`config.mk`:
```
export PLATFORM = sky130hd
export DESIGN_NAME = websocket_frame_deframer
export DESIGN_NICKNAME = d
export VERILOG_FILES = /design/src/rtl/wsd_pkg.sv /design/src/rtl/wsd_front.sv /design/src/rtl/wsd_queue.sv /design/src/rtl/wsd_back.sv /design/src/rtl/websocket_frame_deframer.sv
export SDC_FILE = /design/constraint.sdc
export NUM_CORES = 1
export LEC_CHECK = 0
export ABC_CLOCK_PERIOD_IN_PS = 4100
export BUFFER_PORTS_ARGS = -buffer_cell sky130_fd_sc_hd__clkbuf_2
export CAP_MARGIN = 20
export CELL_PAD_IN_SITES_DETAIL_PLACEMENT = 2
export CELL_PAD_IN_SITES_GLOBAL_PLACEMENT = 2
export CORE_MARGIN = 2
export CORE_UTILIZATION = 41
export DETAILED_ROUTE_END_ITERATION = 6
export PLACE_DENSITY_LB_ADDON = 0.2
export SLEW_MARGIN = 20
export SYNTH_ARGS = -nofsm -noshare
export SYNTH_HDL_FRONTEND = slang
export SYNTH_HIERARCHICAL = 1
export SYNTH_SLANG_ARGS = --single-unit
```
`constraint.sdc`:
```
create_clock -name clk -period 4.1 [get_ports clk]
set_input_delay 1.23 -clock clk [delete_from_list [all_inputs] [get_ports clk]]
set_output_delay 1.23 -clock clk [all_outputs]
set_load 0.05 [all_outputs]
```
`src/rtl/wsd_pkg.sv`:
```
// Shared types and constants for the WebSocket frame deframer.
`default_nettype none
package wsd_pkg;

  typedef enum logic [4:0] {
    PH_HEAD = 5'b00001,
    PH_LEN  = 5'b00010,
    PH_EXT  = 5'b00100,
    PH_KEY  = 5'b01000,
    PH_DATA = 5'b10000
  } phase_t;

  typedef struct packed {
    logic [7:0] data;
    logic [7:0] key;
    logic [3:0] opcode;
    logic       fin;
    logic       last;
  } item_t;

  localparam logic [6:0] LEN_MASK   = 7'h7F;
  localparam logic [6:0] LEN_CODE16 = 7'd126;
  localparam logic [6:0] LEN_CODE64 = 7'd127;
  localparam logic [3:0] EXT16_BYTES = 4'd2;
  localparam logic [3:0] EXT64_BYTES = 4'd8;
  localparam logic [3:0] KEY_BYTES   = 4'd4;

endpackage
`default_nettype wire

```
`src/rtl/wsd_front.sv`:
```
// Header parser: tracks frame phase, length and key, emits payload items.
`default_nettype none
module wsd_front import wsd_pkg::*; (
  input  wire logic       clk,
  input  wire logic       rst_n,
  input  wire logic       accept,
  input  wire logic [7:0] in_byte,
  output item_t           item,
  output logic            push
);

  phase_t      phase_r, phase_nxt;
  logic [4:0]  hdr_r, hdr_nxt;
  logic        mask_r, mask_nxt;
  logic [3:0]  left_r, left_nxt;
  logic [63:0] rem_r, rem_nxt;
  logic [31:0] key_r, key_nxt;
  logic [1:0]  kpos_r, kpos_nxt;
  logic [6:0]  code;
  logic [7:0]  key_sel;

  assign code = in_byte[6:0] & LEN_MASK;

  always_comb begin
    case (kpos_r)
      2'd0:    key_sel = key_r[31:24];
      2'd1:    key_sel = key_r[23:16];
      2'd2:    key_sel = key_r[15:8];
      default: key_sel = key_r[7:0];
    endcase
  end

  always_comb begin
    phase_nxt = phase_r;
    hdr_nxt   = hdr_r;
    mask_nxt  = mask_r;
    left_nxt  = left_r;
    rem_nxt   = rem_r;
    key_nxt   = key_r;
    kpos_nxt  = kpos_r;
    push      = 1'b0;
    item.data   = in_byte;
    item.key    = mask_r ? key_sel : 8'h00;
    item.opcode = hdr_r[3:0];
    item.fin    = hdr_r[4];
    item.last   = (rem_r == 64'd1);
    if (accept) begin
      unique case (phase_r)
        PH_LEN: begin
          mask_nxt = in_byte[7];
          if (code == LEN_CODE16) begin
            rem_nxt   = '0;
            left_nxt  = EXT16_BYTES;
            phase_nxt = PH_EXT;
          end else if (code == LEN_CODE64) begin
            rem_nxt   = '0;
            left_nxt  = EXT64_BYTES;
            phase_nxt = PH_EXT;
          end else begin
            rem_nxt = 64'(code);
            if (in_byte[7]) begin
              left_nxt  = KEY_BYTES;
              phase_nxt = PH_KEY;
            end else if (code == 7'd0) begin
              phase_nxt = PH_HEAD;
            end else begin
              phase_nxt = PH_DATA;
            end
          end
        end
        PH_EXT: begin
          rem_nxt  = {rem_r[55:0], in_byte};
          left_nxt = left_r - 4'd1;
          if (left_r == 4'd1) begin
            if (mask_r) begin
              left_nxt  = KEY_BYTES;
              phase_nxt = PH_KEY;
            end else if (rem_nxt == 64'd0) begin
              phase_nxt = PH_HEAD;
            end else begin
              phase_nxt = PH_DATA;
            end
          end
        end
        PH_KEY: begin
          key_nxt  = {key_r[23:0], in_byte};
          left_nxt = left_r - 4'd1;
          if (left_r == 4'd1) begin
            phase_nxt = (rem_r == 64'd0) ? PH_HEAD : PH_DATA;
          end
        end
        PH_DATA: begin
          push     = 1'b1;
          kpos_nxt = kpos_r + 2'd1;
          rem_nxt  = rem_r - 64'd1;
          if (rem_r == 64'd1) begin
            phase_nxt = PH_HEAD;
          end
        end
        default: begin
          hdr_nxt   = {in_byte[7], in_byte[3:0]};
          mask_nxt  = 1'b0;
          left_nxt  = '0;
          rem_nxt   = '0;
          key_nxt   = '0;
          kpos_nxt  = '0;
          phase_nxt = PH_LEN;
        end
      endcase
    end
  end

  always_ff @(posedge clk) begin
    if (!rst_n) begin
      phase_r <= PH_HEAD;
      hdr_r   <= '0;
      mask_r  <= 1'b0;
      left_r  <= '0;
      rem_r   <= '0;
      key_r   <= '0;
      kpos_r  <= '0;
    end else begin
      phase_r <= phase_nxt;
      hdr_r   <= hdr_nxt;
      mask_r  <= mask_nxt;
      left_r  <= left_nxt;
      rem_r   <= rem_nxt;
      key_r   <= key_nxt;
      kpos_r  <= kpos_nxt;
    end
  end

  a_data_nonzero: assert property (@(posedge clk) disable iff (!rst_n)
    phase_r == PH_DATA |-> rem_r != 64'd0)
    else $error("payload phase with zero bytes left");

  a_last_to_head: assert property (@(posedge clk) disable iff (!rst_n)
    push && item.last |=> phase_r == PH_HEAD)
    else $error("frame did not close after last payload byte");

endmodule
`default_nettype wire

```
`src/rtl/wsd_queue.sv`:
```
// Short item queue between the header parser and the output stage.
`default_nettype none
module wsd_queue import wsd_pkg::*; #(
  parameter int DEPTH = 4
) (
  input  wire logic  clk,
  input  wire logic  rst_n,
  input  wire logic  push,
  input  wire item_t push_item,
  input  wire logic  pop,
  output item_t      pop_item,
  output logic       not_empty,
  output logic       not_full
);

  localparam int PW = (DEPTH > 1) ? $clog2(DEPTH) : 1;
  localparam int CW = $clog2(DEPTH + 1);

  item_t         mem_r [DEPTH];
  logic [PW-1:0] wr_r, wr_nxt;
  logic [PW-1:0] rd_r, rd_nxt;
  logic [CW-1:0] cnt_r, cnt_nxt;
  logic          do_push, do_pop;

  assign not_empty = (cnt_r != '0);
  assign not_full  = (cnt_r != CW'(DEPTH));
  assign do_push   = push && not_full;
  assign do_pop    = pop && not_empty;
  assign pop_item  = mem_r[rd_r];

  always_comb begin
    wr_nxt  = wr_r;
    rd_nxt  = rd_r;
    cnt_nxt = cnt_r;
    if (do_push) begin
      wr_nxt = (wr_r == PW'(DEPTH - 1)) ? '0 : wr_r + PW'(1);
    end
    if (do_pop) begin
      rd_nxt = (rd_r == PW'(DEPTH - 1)) ? '0 : rd_r + PW'(1);
    end
    if (do_push && !do_pop) begin
      cnt_nxt = cnt_r + CW'(1);
    end else if (do_pop && !do_push) begin
      cnt_nxt = cnt_r - CW'(1);
    end
  end

  always_ff @(posedge clk) begin
    if (do_push) begin
      mem_r[wr_r] <= push_item;
    end
  end

  always_ff @(posedge clk) begin
    if (!rst_n) begin
      wr_r  <= '0;
      rd_r  <= '0;
      cnt_r <= '0;
    end else begin
      wr_r  <= wr_nxt;
      rd_r  <= rd_nxt;
      cnt_r <= cnt_nxt;
    end
  end

  a_cnt_bound: assert property (@(posedge clk) disable iff (!rst_n)
    cnt_r <= CW'(DEPTH))
    else $error("queue count beyond depth");

  a_no_lost_push: assert property (@(posedge clk) disable iff (!rst_n)
    push |-> not_full)
    else $error("item pushed into full queue");

endmodule
`default_nettype wire

```
`src/rtl/wsd_back.sv`:
```
// Output stage: unmasks queued payload bytes into the result register.
`default_nettype none
module wsd_back import wsd_pkg::*; (
  input  wire logic       clk,
  input  wire logic       rst_n,
  input  wire item_t      q_item,
  input  wire logic       q_valid,
  output logic            q_pop,
  output logic            out_tvalid,
  input  wire logic       out_tready,
  output logic [7:0]      out_tdata,
  output logic [4:0]      out_tuser,
  output logic            out_tlast
);

  logic       vld_r, vld_nxt;
  logic [7:0] data_r;
  logic [4:0] user_r;
  logic       last_r;

  assign q_pop   = q_valid && (!vld_r || out_tready);
  assign vld_nxt = q_pop || (vld_r && !out_tready);

  always_ff @(posedge clk) begin
    if (!rst_n) begin
      vld_r <= 1'b0;
    end else begin
      vld_r <= vld_nxt;
    end
  end

  always_ff @(posedge clk) begin
    if (q_pop) begin
      data_r <= q_item.data ^ q_item.key;
      user_r <= {q_item.fin, q_item.opcode};
      last_r <= q_item.last;
    end
  end

  assign out_tvalid = vld_r;
  assign out_tdata  = data_r;
  assign out_tuser  = user_r;
  assign out_tlast  = last_r;

endmodule
`default_nettype wire

```
`src/rtl/websocket_frame_deframer.sv`:
```
// Top level of the WebSocket receive-side frame deframer.
//
//   port group | dir | tdata               | tuser                       | tlast
//   in_        | in  | [7:0] received byte | -                           | -
//   out_       | out | [7:0] payload byte  | [3:0] opcode, [4] fin bit   | last of frame
//
// One byte per cycle sustained: the parser takes one byte per cycle while
// the queue has room, and the output register drains one transfer per cycle while
// out_tready is high. Payload bytes pass the queue, then the output register.
// Header, length and key bytes produce no output transfer.
// Reset (rst_n low, synchronous) returns the parser to the first header byte
// and empties the queue and output register.
// An output stall fills the queue; in_tready drops only when it is full.
`default_nettype none
module websocket_frame_deframer import wsd_pkg::*; #(
  parameter int QUEUE_DEPTH = 4
) (
  input  wire logic       clk,
  input  wire logic       rst_n,
  input  wire logic       in_tvalid,
  output logic            in_tready,
  input  wire logic [7:0] in_tdata,   // [7:0] in_byte
  output logic            out_tvalid,
  input  wire logic       out_tready,
  output logic [7:0]      out_tdata,  // [7:0] payload_byte
  output logic [4:0]      out_tuser,  // [3:0] frame_opcode, [4] final_flag
  output logic            out_tlast
);

  item_t f_item;
  item_t q_item;
  logic  f_push;
  logic  q_valid;
  logic  q_pop;
  logic  q_room;
  logic  accept;

  assign in_tready = q_room;
  assign accept    = in_tvalid && in_tready;

  wsd_front u_front (
    .clk     (clk),
    .rst_n   (rst_n),
    .accept  (accept),
    .in_byte (in_tdata),
    .item    (f_item),
    .push    (f_push)
  );

  wsd_queue #(
    .DEPTH (QUEUE_DEPTH)
  ) u_queue (
    .clk       (clk),
    .rst_n     (rst_n),
    .push      (f_push),
    .push_item (f_item),
    .pop       (q_pop),
    .pop_item  (q_item),
    .not_empty (q_valid),
    .not_full  (q_room)
  );

  wsd_back u_back (
    .clk        (clk),
    .rst_n      (rst_n),
    .q_item     (q_item),
    .q_valid    (q_valid),
    .q_pop      (q_pop),
    .out_tvalid (out_tvalid),
    .out_tready (out_tready),
    .out_tdata  (out_tdata),
    .out_tuser  (out_tuser),
    .out_tlast  (out_tlast)
  );

endmodule
`default_nettype wire

```
=== After elaboration in Yosys (flattened, before gate mapping) ===
Memory sizes are Yosys's and may differ from the RTL's. A register that Yosys moved wholly into a read port is not among the register bits.
Index checks and enable logic that the tools add are counted.

* Register bits: 135
* RAM bits: 88
* Input bits: 12
* Output and inout port bits: 16
* Logic and storage cells: 111
* Memories: 1

* Add/sub/neg operators: 7
* Eq/ne operators: 17
* Multiplexer cells: 35
* Bitwise gates (word level): 7
* Reduce and logical (&&, ||, !) cells: 30

{| class="wikitable"
|+ Memories
! memory !! depth !! width !! read ports !! clocked after memory_dff !! wr ports !! line !! RTL
|-
| u_queue.mem_r || 4 || 22 || 1 || 1 || 1 || wsd_queue.sv:19 || <nowiki>item_t mem_r [DEPTH];</nowiki>
|}

{| class="wikitable"
|+ Operators with widths
! operator !! count
|-
| case mux 64 bit (4 select lines) || 1
|-
| zero test 64 bit || 2
|-
| == test 64 x 1 -> 1 bit (second input constant) || 1
|-
| 2-to-1 mux 64 bit || 1
|-
| case mux 32 bit (2 select lines) || 1
|-
| subtractor 64 x 1 -> 64 bit (second input constant) || 1
|-
| 2-to-1 mux 5 bit || 10
|-
| case mux 8 bit (3 select lines) || 1
|-
| 2-to-1 mux 4 bit || 5
|-
| case mux 5 bit (4 select lines) || 1
|-
| case mux 4 bit (4 select lines) || 1
|-
| == test 7 bit (second input constant) || 2
|-
| AND reduction 2 bit || 5
|-
| OR reduction 3 bit || 3
|-
| 2-to-1 mux 2 bit || 4
|-
| 2-to-1 mux 8 bit || 1
|-
| XOR 8 bit || 1
|-
| logical AND 1 bit || 7
|-
| zero test 7 bit || 1
|-
| 2-to-1 mux 7 bit || 1
|-
| adder 2 x 1 -> 2 bit (second input constant) || 3
|-
| == test 2 bit (second input constant) || 3
|-
| 2-to-1 mux 3 bit || 2
|-
| inequality test 2 x 1 -> 1 bit (second input constant) || 3
|-
| 23 further kinds || 35
|}

=== Logic depth before layout (Yosys ltp) ===
Gate-level depths: netlist of run 1.

* Word-level depth: 8
* Mapped depth: 14
* Mapped depth without buffers: 11

=== Hierarchy ===
The synthesis of run 1 kept the hierarchy.

{| class="wikitable"
|+ By module, submodules not included
! module !! instances !! cells each !! area each (um^2) !! sequential area each (um^2)
|-
| wsd_front || 1 || 882 || 6,687.7 || 2,262.2
|-
| wsd_queue || 1 || 165 || 3,646.0 || 2,822.7
|-
| wsd_back || 1 || 26 || 538.0 || 440.4
|-
| websocket_frame_deframer || 1 || 1 || 6.3 || 0.0
|}

=== Worst setup path before layout of run 1 ===
OpenSTA, ideal clock, no wires.

* Path type: in2reg
* Start: in in_tvalid
* End: reg u_queue.cnt_r[2]
* Library setup time: 76 ps
* Arrival time: 3,677 ps
* Required time: 4,024 ps
* Setup slack: 348 ps
* Stages: 12
* Path buffers: 2
* Cell sequence: and2_1 > clkbuf_1 > nand2_1 > inv_1 > clkbuf_1 > and2_4 > ha_1 > inv_1 > fa_1 > xor2_1 > or3_2 > a21boi_0

* Word-level cells in the longest chain between the ends: 6
* Elaborated cells between the ends (all ways): 8
* Classes of those cells: mux: 2; reduce/logical: 6

{| class="wikitable"
|+ Ends and longest elaborated chain
! what !! line !! RTL
|-
| start, declared || websocket_frame_deframer.sv:20 || <nowiki>input wire logic in_tvalid,</nowiki>
|-
| logical AND 1 bit (*) || websocket_frame_deframer.sv:39 || <nowiki>assign accept = in_tvalid && in_tready;</nowiki>
|-
| 2-to-1 mux 1 bit (*) || wsd_front.sv:47 || <nowiki>if (accept) begin</nowiki>
|-
| named net f_push || websocket_frame_deframer.sv:32 || <nowiki>logic f_push;</nowiki>
|-
| logical AND 1 bit (*) || wsd_queue.sv:27 || <nowiki>assign do_push = push && not_full;</nowiki>
|-
| named net u_queue.do_push || wsd_queue.sv:23 || <nowiki>logic do_push, do_pop;</nowiki>
|-
| zero test 1 bit || wsd_queue.sv:43 || <nowiki>end else if (do_pop && !do_push) begin</nowiki>
|-
| logical AND 1 bit || wsd_queue.sv:43 ||
|-
| nonzero test 2 bit (no source line) || n/a ||
|-
| end signal, assigned || wsd_queue.sv:62 || <nowiki>cnt_r <= cnt_nxt;</nowiki>
|-
| end, declared || wsd_queue.sv:22 || <nowiki>logic [CW-1:0] cnt_r, cnt_nxt;</nowiki>
|}

The timed path passes the listed nets; every way through them passes the cells marked *.
A chain may end at the register's enable or synchronous reset.

=== Worst setup path after layout of run 1 ===
* Start: reg u_queue.cnt_r[0]
* End: reg u_queue.cnt_r[2]

* Word-level cells in the longest chain between the ends: 7
* Elaborated cells between the ends (all ways): 16
* Classes of those cells: add/sub: 2; eq/ne: 1; mux: 3; reduce/logical: 10

{| class="wikitable"
|+ Ends and longest elaborated chain
! what !! line !! RTL
|-
| inequality test 3 bit (*) || wsd_queue.sv:26 || <nowiki>assign not_full = (cnt_r != CW'(DEPTH));</nowiki>
|-
| logical AND 1 bit (*) || websocket_frame_deframer.sv:39 ||
|-
| named net accept || websocket_frame_deframer.sv:36 || <nowiki>logic accept;</nowiki>
|-
| 2-to-1 mux 1 bit (*) || wsd_front.sv:47 ||
|-
| named net f_push || websocket_frame_deframer.sv:32 ||
|-
| logical AND 1 bit (*) || wsd_queue.sv:27 ||
|-
| named net u_queue.do_push || wsd_queue.sv:23 ||
|-
| zero test 1 bit || wsd_queue.sv:43 ||
|-
| logical AND 1 bit || wsd_queue.sv:43 ||
|-
| nonzero test 2 bit (no source line) || n/a ||
|}

The timed path passes the listed nets; every way through them passes the cells marked *. The select of a mux whose other input is x is not followed.

==> out/results.tsv, run 1 <==
stage	metric	value	unit
status	status	finished, final reports clean	
grt	grt total ovfl	0	
place	Placer Congestion	0.805	
route	drt initial violations	684	
route	first-pass iteration count of the detailed router	6	
power_and_ir_drop	Worst IR Drop VDD	0.330	mV
grt	total track usage	0.283	
timing	skew final	9.55	ps
power_and_ir_drop	Sw Ratio	0.245	
power_and_ir_drop	P_sw	0.00132	W
synth	Post-Syn Area	10900	um2
setup_path	critical path endpoint category	register	
synth	prevailing post-synth register cell	dfxtp_1	
synth	Synth Register Bits	225	
synth	Synth area leaders	edfxtp_1 28%, dfxtp_1 23%, mux4_2 4.6%, a21oi_1 3.6%, nand2_1 3.3%	
floorplan	core box area	26100	um2
synth	Syn Nets	1101	
route	Via-to-Cell Ratio	6.37	
floorplan	die width	167	um
synth	Synth top area share	0.282	
route	ANT nets after route	0	
synth	Cell variety after synth	78	
synth	synth warn	6	
synth	Mean Syn Cell Area	10.1	um2
final_layout	nets	1105	
timing	final period utilization	0.758	
timing	RSZ-0062 raised after global routing	false	
floorplan	Initial Util	0.417	
power_and_ir_drop	Int Power	0.00407	W
power_and_ir_drop	combinational share of power	0.070	
cts	Post-CTS Setup Bufs	0	
timing	Final Max Tran Viols	0	
floorplan	row count	59	
synth	Yosys top cell by area	edfxtp_1	
floorplan	I/O pins	28	
timing	final setup TNS	0	ps
cts	PostCTS Resize Cnt	0	
setup_path	CP startpoint kind	register	
route	detailed-route via count	9132	
place	PortBufs	27	
place	placed inst area	11300	um2
cts	Num CTS Buffers	27	
floorplan	full die area	27900	um2
hold_path	worst hold path class	register to register	
power_and_ir_drop	leakage	4.27	nW
grt	largest net degree at the start of global routing	46	
setup_path	kind of critical path	register to register	
final_layout	most frequent cells in the layout	123 x dfxtp_1, 102 x edfxtp_1, 95 x nand2_1	
synth	number of synthesized flops with an enable pin	102	
job	MaxCap Viol Count	0	
route	Routed WL	39500	um
grt	initial antenna violation count	0	
timing	Slew @ Worst Pin	965	ps
cts	clk slew on worst S/H paths	60	ps
final_layout	most common cell after layout, fill and taps aside	dfxtp_1	
setup_path	CP cell instances	or3b_1 -> and2_1 -> buf_4 -> nand2_1 -> inv_1 -> and2_4 -> ha_1 -> inv_1 -> fa_1 -> xor2_1 -> or3_2 -> a21boi_0	
timing	Achievable Freq	322	MHz
setup_path	Crit path max-delay family	simple AND/OR/NAND/NOR gates	
cts	htree depth	1	
timing	final count of hold timing violations	0	
setup_path	CP bufs+invs	3	
final_layout	Ant. Diodes	0	
cts	Longest Clk Path Bufs	3	
cts	Root Buffer	clkbuf_16	
grt	vias in the first global route	9775	
cts	CTS Hold Bufs	0	
setup_path	critical path peak fanout	9	
synth	ys async rst share	0	
cts	Clock Sinks	225	
setup_path	Most common cell on crit path	inv_1	
route	Post-route DRC	0	
setup_path	Critical Path RT	4570	ps
final_layout	Core Util, Final	0.473	
place	dpl hpwl	25600	um
grt	global-route wire length before repair	61500	um
cts	clock latency on the worst-skew pair	550	ps
timing	Slew headroom	0.355	
floorplan	Die Y	167	um
timing	Final Setup Violations	0	
setup_path	Slowest Stage Delay on Critical Path	450	ps
power_and_ir_drop	share of power burned in registers	0.441	
timing	fin crit period	3110	ps
final_layout	fraction of layout cells with a size suffix above 1	0.145	
power_and_ir_drop	Clock Power Share	0.489	
setup_path	slowest CP cell	dfxtp_1	
synth	sequential share of the synthesized area	0.508	
final_layout	post-route cell area	12300	um2
setup_path	critical path data arrival time	3580	ps
final_layout	Syn-to-layout area delta	13.2	%
synth	Cells after Synth	1074	
cts	CTS tree	yes	
power_and_ir_drop	pwr dens	438	nW/um2
route	WL/cell	27.6	um
==> cell usage after synthesis (18+ instances only) <==
library cell  instances
a21oi_1              79
a22oi_1              22
and2_1               19
clkbuf_1             66
dfxtp_1             123
edfxtp_1            102
mux4_2               22
nand2_1              95
nand3_1              57
nor2_1               93
nor3_1               29
nor4_1               27
o21ai_0              53
o22ai_1              18
xor2_1               25
==> power groups by stage <==
stage               Clock (W)  Combinational [W]  Sequential [W]
floorplan                   0           0.000245         0.00241
global placement            0           0.000353         0.00242
detailed placement          0           0.000368         0.00243
CTS                   0.00268           0.000377         0.00238
global route          0.00277           0.000410         0.00238
finish                0.00264           0.000380         0.00238
==> flip-flops by register name, summed over array words and instances (netlist names), named ones only <==
signal / count
u_queue/wr_r: 2
u_back/out_tvalid: 1
u_front/kpos_r: 2
u_queue/mem_r: 88
u_back/out_tlast: 1
u_front/rem_r: 64
u_front/hdr_r: 5
u_back/out_tuser: 5
u_queue/rd_r: 2
u_front/key_r: 32
u_queue/cnt_r: 3
u_front/phase_r: 5
u_front/mask_r: 1
u_front/left_r: 4
u_back/out_tdata: 8
==> per-layer routing <==
metal | GRT usage | vias to the layer above | routed length (um)
met1 | 0.366 | 4699 | 16400
met2 | 0.490 | 301 | 19800
met3 | 0.0342 | 85 | 1870
met4 | 0.101 | 0 | 1500
met5 | 0 | - | 0
li1 | - | 4047 | -
==> worst paths after layout <==
check | depth (start not counted) | start | endpoint | slack, ps
min | 2 | u_front/key_r[28]$_SDFFE_PN0P_ | u_front/key_r[28]$_SDFFE_PN0P_ | 460
max reg2reg | 12 | u_queue/cnt_r[0]$_SDFFE_PN0P_ | u_queue/cnt_r[2]$_SDFFE_PN0P_ | 990
min reg2reg | 2 | u_front/key_r[28]$_SDFFE_PN0P_ | u_front/key_r[28]$_SDFFE_PN0P_ | 460
max | 12 | u_queue/cnt_r[0]$_SDFFE_PN0P_ | u_queue/cnt_r[2]$_SDFFE_PN0P_ | 990
==> stage by stage <==
step | setup slack [ps] | hold slack [ps] | power, W | cells
floorplan | 348 | 431 | 0.00265 | 1074
global placement | 805 | 438 | 0.00277 | 1384
detailed placement | 598 | 452 | 0.00279 | 1384
CTS | 976 | 461 | 0.00544 | 1434
global route | 846 | 478 | 0.00556 | 1434
finish | 992 | 461 | 0.00539 | 1434
==> cell families after synthesis <==
group,synth area share
and+or+nand+nor,0.192
AOI/OAI and AO/OA,0.153
DFF,0.508
buffers and inverters,0.0405
xor gates and xnor gates,0.0298
muxes,0.0594
adders and majority gates,0.0179
==> area by class of cell <==
cell class	count	area, um2
Clock inverter	22	283
Tap cell	335	419
Sequential cell	225	5530
Timing Repair Buffer	61	390
Multi-Input combinational cell	745	4940
Fill cell	2649	13700
Clock buffer	28	689
Inverter	18	68.8
==> tightest hold or removal path, stage by stage, from the launching register on <==
cell and delay [ps]:
dfxtp_1 310, nand2_1 50, a21oi_1 50
Power figures use the tool's default switching activity.
==> run 2, diff against run 1 <==
- ABC_CLOCK_PERIOD_IN_PS: 4100 -> 2600
- CORE_UTILIZATION: 41 -> 37
- clock period: 4.1 -> 2.6 ns (I/O delays scaled with it)
==> run 2 against run 1 <==
The flow now finishes with violations (negative setup slack). Combinational power is 87% higher. Worst hold slack got worse by 5.7 ps. Setup slack worse by 1000 ps. Core utilization decreased by 2.2 points. Maximum frequency is 19% higher. Non-clock buffer count rose by 77. Critical path depth fell by 6. Die area grew 11%. Cell count increased by 8.6%. Clock power is 38% higher. Via count grew 2.2%.
==> out/results.tsv, run 2 (synthesized netlist as in run 1, its figures left out) <==
stage	metric	value	unit	change
status	status	complete, but fails checks		
status	failing checks	negative setup slack		
cts	htree depth	1		unchanged
final_layout	max reg flops	88		unchanged
final_layout	largest registers	u_queue/mem_r: 88 flops, u_front/rem_r: 64 flops, u_front/key_r: 32 flops		
route	detailed-route via count	9329		+2.2%
cts	clock latency on the worst-skew pair	540	ps	about the same
route	Via-to-Cell Ratio	5.99		-6.0%
floorplan	Die Y	175	um	+5.1%
floorplan	die width	175	um	+5.1%
power_and_ir_drop	Clock Power Share	0.450		-0.039
final_layout	Ant. Diodes	0		unchanged
floorplan	core box area	28900	um2	+11%
final_layout	most common cell after layout, fill and taps aside	dfxtp_1		
power_and_ir_drop	Worst IR Drop VDD	0.460	mV	+39%
power_and_ir_drop	combinational share of power	0.088		+0.018
timing	Final Setup Violations	1		+1
floorplan	I/O pins	28		unchanged
cts	CTS tree	yes		
timing	Final Max Tran Viols	0		unchanged
route	first-pass iteration count of the detailed router	6		unchanged
floorplan	Initial Util	0.377		-0.0405
floorplan	full die area	30800	um2	+11%
grt	global-route wire length before repair	61300	um	-0.35%
cts	CTS Hold Bufs	0		unchanged
final_layout	Fillers	2985		+13%
timing	RSZ-0062 raised after global routing	true		
hold_path	worst hold path class	register to register		
setup_path	kind of critical path	register to register		
final_layout	Core Util, Final	0.450		-0.0221
route	ANT nets after route	0		unchanged
timing	Slew headroom	0.542		+0.188
final_layout	fraction of layout cells with a size suffix above 1	0.210		+0.0649
setup_path	CP startpoint kind	register		
final_layout	Syn-to-layout area delta	19.5	%	
timing	fin crit period	2610	ps	-494 ps
final_layout	nets	1181		+6.9%
grt	largest net degree at the start of global routing	38		-17%
power_and_ir_drop	share of power burned in registers	0.463		+0.022
grt	initial antenna violation count	0		unchanged
timing	Slew @ Worst Pin	680	ps	-285 ps
cts	Clock Sinks	225		unchanged
power_and_ir_drop	Int Power	0.00604	W	+48%
cts	Num CTS Buffers	26		-3.7%
setup_path	critical path endpoint category	register		
final_layout	most frequent cells in the layout	120 x dfxtp_1, 103 x buf_4, 102 x edfxtp_1		
power_and_ir_drop	Final Power	0.00809	W	+50%
job	MaxCap Viol Count	0		unchanged
setup_path	critical path peak fanout	5		-4
place	dpl hpwl	26200	um	+2.4%
final_layout	post-route insts no fill	1558		+8.6%
cts	Longest Clk Path Bufs	3		unchanged
cts	Root Buffer	clkbuf_16		
floorplan	row count	62		+5.1%
place	PortBufs	27		unchanged
route	WL/cell	25.7	um	-7.0%
place	Placer Congestion	0.850		+5.6%
grt	grt total ovfl	0		unchanged
timing	post-route setup slack	-14.2	ps	-1010 ps
cts	clk slew on worst S/H paths	70	ps	about the same
timing	Achievable Freq	383	MHz	+19%
route	Post-route DRC	0		unchanged
place	DP Cell Count	1507		+8.9%
power_and_ir_drop	pwr dens	622	nW/um2	+42%
timing	final period utilization	1.01		+0.247
power_and_ir_drop	P_sw	0.00205	W	+55%
setup_path	critical path data arrival time	3030	ps	-550 ps
route	Routed WL	40000	um	+1.0%
setup_path	Critical Path RT	3010	ps	-1560 ps
timing	final count of hold timing violations	0		unchanged
grt	vias in the first global route	9951		+1.8%
power_and_ir_drop	leakage	4.62	nW	+8.1%
power_and_ir_drop	Sw Ratio	0.254		+0.00864
final_layout	Reg with most FFs	u_queue/mem_r		
timing	skew final	10.2	ps	+0.684 ps
grt	total track usage	0.256		-0.0267
route	drt initial violations	746		+9.1%
-- run 2: cell types whose count changed in the layout (fill, tap and decap cells not counted), moves of 3 or more --
cell,change
dfxtp_2,+3
buf_4,+69
buf_12,+8
dfxtp_1,-3
bufinv_16,-4
clkbuf_1,+8
-- run 2: critical path: stages (launching register included) --
cell	delay (ps)
dfxtp_2	340
or3_4	400
or4_4	450
nor4_1	570
nand3_1	230
a221oi_2	360
o41ai_2	120
-- run 2: final cells by class --
type,instances,area [um2],share of cell area
clock buffer,35,694,0.0534
clock inverter,13,131,0.0101
inverter,18,68.8,0.00529
multi-input combinational,745,5030,0.387
sequential,225,5530,0.425
tap,384,480,0.0370
timing repair buffer,138,1070,0.0822
-- run 2: repair_timing --
item / CTS / global route
pin swaps: 0 / 4
resized for setup: 1 / 14
setup endpoints to repair: 1 / 9
gates cloned: 0 / 0
setup buffers: 0 / 3
-- run 2: path summary, 6_finish.rpt --
check | startpoint | to | slack, ps | cells past startpoint
worst min register to register | u_front/key_r[26]$_SDFFE_PN0P_ | u_front/key_r[26]$_SDFFE_PN0P_ | 450 | 2
worst min-delay path | u_front/key_r[26]$_SDFFE_PN0P_ | u_front/key_r[26]$_SDFFE_PN0P_ | 450 | 2
worst max-delay path | u_front/rem_r[56]$_SDFFE_PN0P_ | u_front/phase_r[4]$_SDFFE_PN0P_ | -10 | 6
worst max register to register | u_front/rem_r[56]$_SDFFE_PN0P_ | u_front/phase_r[4]$_SDFFE_PN0P_ | -10 | 6
-- run 2: power by group through the flow --
stage          registers [W]  clock network, W  logic (W)
5_1_grt              0.00374           0.00385   0.000762
3_3_place_gp         0.00381                 0   0.000658
2_1_floorplan        0.00380                 0   0.000390
6_report             0.00374           0.00364   0.000711
3_5_place_dp         0.00382                 0   0.000678
4_1_cts              0.00374           0.00371   0.000694
-- run 2: stage by stage --
step,setup TNS (ps),cell area (um2),hold WS (ps),setup slack (ps)
floorplan,-21.0,10900,431,-21.0
global placement,0,12100,438,82.6
detailed placement,-4.30,12100,449,-4.30
CTS,0,12900,458,4.05
global route,-271,13000,473,-101
finish,-14.2,13000,455,-14.2
-- run 2: per-layer routing --
layer,share of wire,GRT usage
met5,0,0
met4,0.027,0.0782
met3,0.045,0.0346
met2,0.50,0.442
met1,0.43,0.335
==> run 3, diff against run 2 <==
- ABC_CLOCK_PERIOD_IN_PS: 2600 -> 3300
- CORE_UTILIZATION: 37 -> 45
- clock period: 2.6 -> 3.3 ns (I/O delays scaled with it)
==> run 3 against run 2 <==
Clock skew grew 8.9 ps. Critical endpoint is now u_queue/cnt_r[2]$_SDFFE_PN0P_. Sequential share of layout area rose by 2.4 points. Setup slack better by 57 ps. Cell area shrank 5.5%. First-iteration DRC count is 76% higher. Maximum frequency is 20% lower. Total power shrank 20%. The flow finishes with violations (design-rule violations). Highest routed layer unchanged. Combinational power decreased by 26%.
==> out/results.tsv, run 3 (synthesized netlist as in run 1, its figures left out) <==
stage	metric	value	unit	change
cts	CTS tree	yes		
setup_path	Reg2Reg Depth	11		+5
hold_path	worst hold start	u_front/key_r[31]$_SDFFE_PN0P_		
grt	total track usage	0.374		+0.117
setup_path	critical path data arrival time	3710	ps	+680 ps
final_layout	Syn-to-layout area delta	13.0	%	
floorplan	die width	159	um	-9.1%
setup_path	critical path peak fanout	7		+2
setup_path	worst r2r src	u_front/phase_r[3]$_SDFFE_PN0P_		
final_layout	post-route cell area	12300	um2	-5.5%
setup_path	r2r setup slk	40	ps	+60 ps
timing	Slew @ Worst Pin	1010	ps	+334 ps
timing	final period utilization	0.987		-0.0184
final_layout	Reg with most FFs	u_queue/mem_r		
setup_path	Crit path max-delay family	simple AND/OR/NAND/NOR gates		
job	MaxCap Viol Count	0		unchanged
cts	CTS Hold Bufs	0		unchanged
setup_path	Slowest Stage Delay on Critical Path	460	ps	-110 ps
final_layout	most frequent cells in the layout	123 x dfxtp_1, 102 x edfxtp_1, 95 x nand2_1		
hold_path	worst hold path class	register to register		
place	placed inst area	11400	um2	-5.4%
cts	Num CTS Buffers	26		unchanged
route	ANT nets after route	0		unchanged
cts	clock latency on the worst-skew pair	560	ps	+20 ps
status	status	complete, but fails checks		
floorplan	I/O pins	28		unchanged
route	Post-route DRC	1		+1
timing	skew final	19.2	ps	+8.93 ps
cts	Post-CTS Setup Bufs	0		unchanged
grt	vias in the first global route	10400		+4.9%
final_layout	FF/Latch Area	5530	um2	about the same
final_layout	max reg flops	88		unchanged
power_and_ir_drop	Worst IR Drop VDD	0.333	mV	-28%
grt	global-route wire length before repair	72500	um	+18%
setup_path	Worst R2R End	u_queue/cnt_r[2]$_SDFFE_PN0P_		
floorplan	Die Y	159	um	-9.1%
setup_path	Most common cell on crit path	inv_1		
final_layout	area of the multi-input gates	4940	um2	-1.8%
timing	RSZ-0062 raised after global routing	false		
power_and_ir_drop	Final Power	0.00645	W	-20%
power_and_ir_drop	leakage	4.28	nW	-7.3%
timing	final count of hold timing violations	0		unchanged
setup_path	Crit. path cell count	11		+5
setup_path	CP bufs+invs	2		+2
cts	Clock Sinks	225		unchanged
final_layout	largest registers	u_queue/mem_r: 88 flops, u_front/rem_r: 64 flops, u_front/key_r: 32 flops		
timing	Achievable Freq	307	MHz	-20%
route	drt initial violations	1316		+76%
grt	largest net degree at the start of global routing	46		+21%
cts	Longest Clk Path Bufs	3		unchanged
setup_path	kind of critical path	register to register		
timing	Final Max Tran Viols	0		unchanged
grt	grt total ovfl	0		unchanged
floorplan	row count	56		-9.7%
timing	Slew headroom	0.323		-0.219
final_layout	fraction of layout cells with a size suffix above 1	0.151		-0.0582
setup_path	critical path endpoint category	register		
power_and_ir_drop	pwr dens	525	nW/um2	-16%
cts	clk slew on worst S/H paths	60	ps	about the same
place	PortBufs	27		unchanged
setup_path	Critical Path RT	3750	ps	+740 ps
route	Routed WL	47900	um	+20%
grt	initial antenna violation count	0		unchanged
hold_path	Worst Hold Depth	2		unchanged
place	Placer Congestion	0.827		-2.7%
setup_path	slowest CP cell	nor2_1		
timing	Final Setup Violations	0		-1
setup_path	crit path launch	u_front/phase_r[3]$_SDFFE_PN0P_		
route	first-pass iteration count of the detailed router	7		+1
route	detailed-route via count	9862		+5.7%
floorplan	full die area	25400	um2	-17%
setup_path	CP startpoint kind	register		
final_layout	Fillers	2386		-20%
final_layout	most common cell after layout, fill and taps aside	dfxtp_1		
cts	PostCTS Resize Cnt	0		-1
setup_path	CP cell instances	nor2_1 -> and3_1 -> nand2_1 -> inv_1 -> and2_4 -> ha_1 -> inv_1 -> fa_1 -> xor2_1 -> or3_2 -> a21boi_0		
final_layout	nets	1117		-5.4%
cts	Root Buffer	clkbuf_16		
floorplan	core box area	23600	um2	-18%
timing	final setup TNS	0	ps	+14.2 ps
timing	post-route setup slack	42.8	ps	+56.9 ps
place	Place WS	196	ps	+201 ps
hold_path	Worst Hold Endpoint	u_front/key_r[31]$_SDFFE_PN0P_		
place	dpl hpwl	26800	um	+2.2%
cts	htree depth	1		unchanged
timing	fin crit period	3260	ps	+643 ps
route	WL/cell	33.5	um	+31%
status	failing checks	design-rule violations		
route	Via-to-Cell Ratio	6.90		+15%
floorplan	Initial Util	0.461		+0.0837
==> run 3: cell types whose count changed in the layout (fill, tap and decap cells not counted), moves of 2 or more <==
cell      delta
clkinv_2     +2
o31ai_1      +2
dfxtp_1      +3
nand2_1      +2
inv_1        +2
inv_2        -2
clkbuf_1     -5
dfxtp_2      -3
buf_12       -6
buf_4       -58
==> run 3: power by group <==
part           internal, W  switching [W]
sequential         0.00292      0.0000399
clock              0.00165        0.00132
combinational     0.000160       0.000364
total              0.00473        0.00172
==> run 3: area by class of cell <==
| type | instances | share of cell area |
|---|---|---|
| timing repair buffer | 74 | 0.0417 |
| sequential | 225 | 0.450 |
| tap | 319 | 0.0325 |
| antenna | 1 | 0.000204 |
| multi-input combinational | 745 | 0.402 |
| clock inverter | 17 | 0.0125 |
| clock buffer | 31 | 0.0561 |
| inverter | 18 | 0.00560 |
==> run 3: how the worst max path moves through the flow <==
stage and end:
2_1_floorplan u_queue/cnt_r[2]$_SDFFE_PN0P_, 3_3_place_gp u_queue/cnt_r[2]$_SDFFE_PN0P_, 3_5_place_dp u_queue/cnt_r[2]$_SDFFE_PN0P_, 4_1_cts u_queue/cnt_r[2]$_SDFFE_PN0P_, 5_1_grt u_queue/cnt_r[2]$_SDFFE_PN0P_, 6_report u_queue/cnt_r[2]$_SDFFE_PN0P_
==> run 3: stage by stage <==
step                      hold WS, ps  instances  utilization
after global routing              503       1429        0.520
final                             473       1430        0.521
after global placement            439       1381        0.485
after CTS                         476       1429        0.520
after detailed placement          447       1381        0.485
after floorplan                   431       1074            -
==> run 3: worst register-to-register path, cell delays in order (launching register included) <==
cell,delay (ps)
dfxtp_1,440
nor2_1,460
and3_1,300
nand2_1,140
inv_1,130
and2_4,180
ha_1,200
inv_1,80
fa_1,390
xor2_1,200
or3_2,430
a21boi_0,220
==> run 3: per-layer routing <==
metal | global-route usage | wire (um) | part of all wire | up-vias
met2 | 0.645 | 23600 | 0.49 | 566
met4 | 0.145 | 2050 | 0.043 | 0
li1 | - | - | - | 4055
met5 | 0 | 0 | 0 | -
met3 | 0.0560 | 3480 | 0.073 | 128
met1 | 0.473 | 18700 | 0.39 | 5113
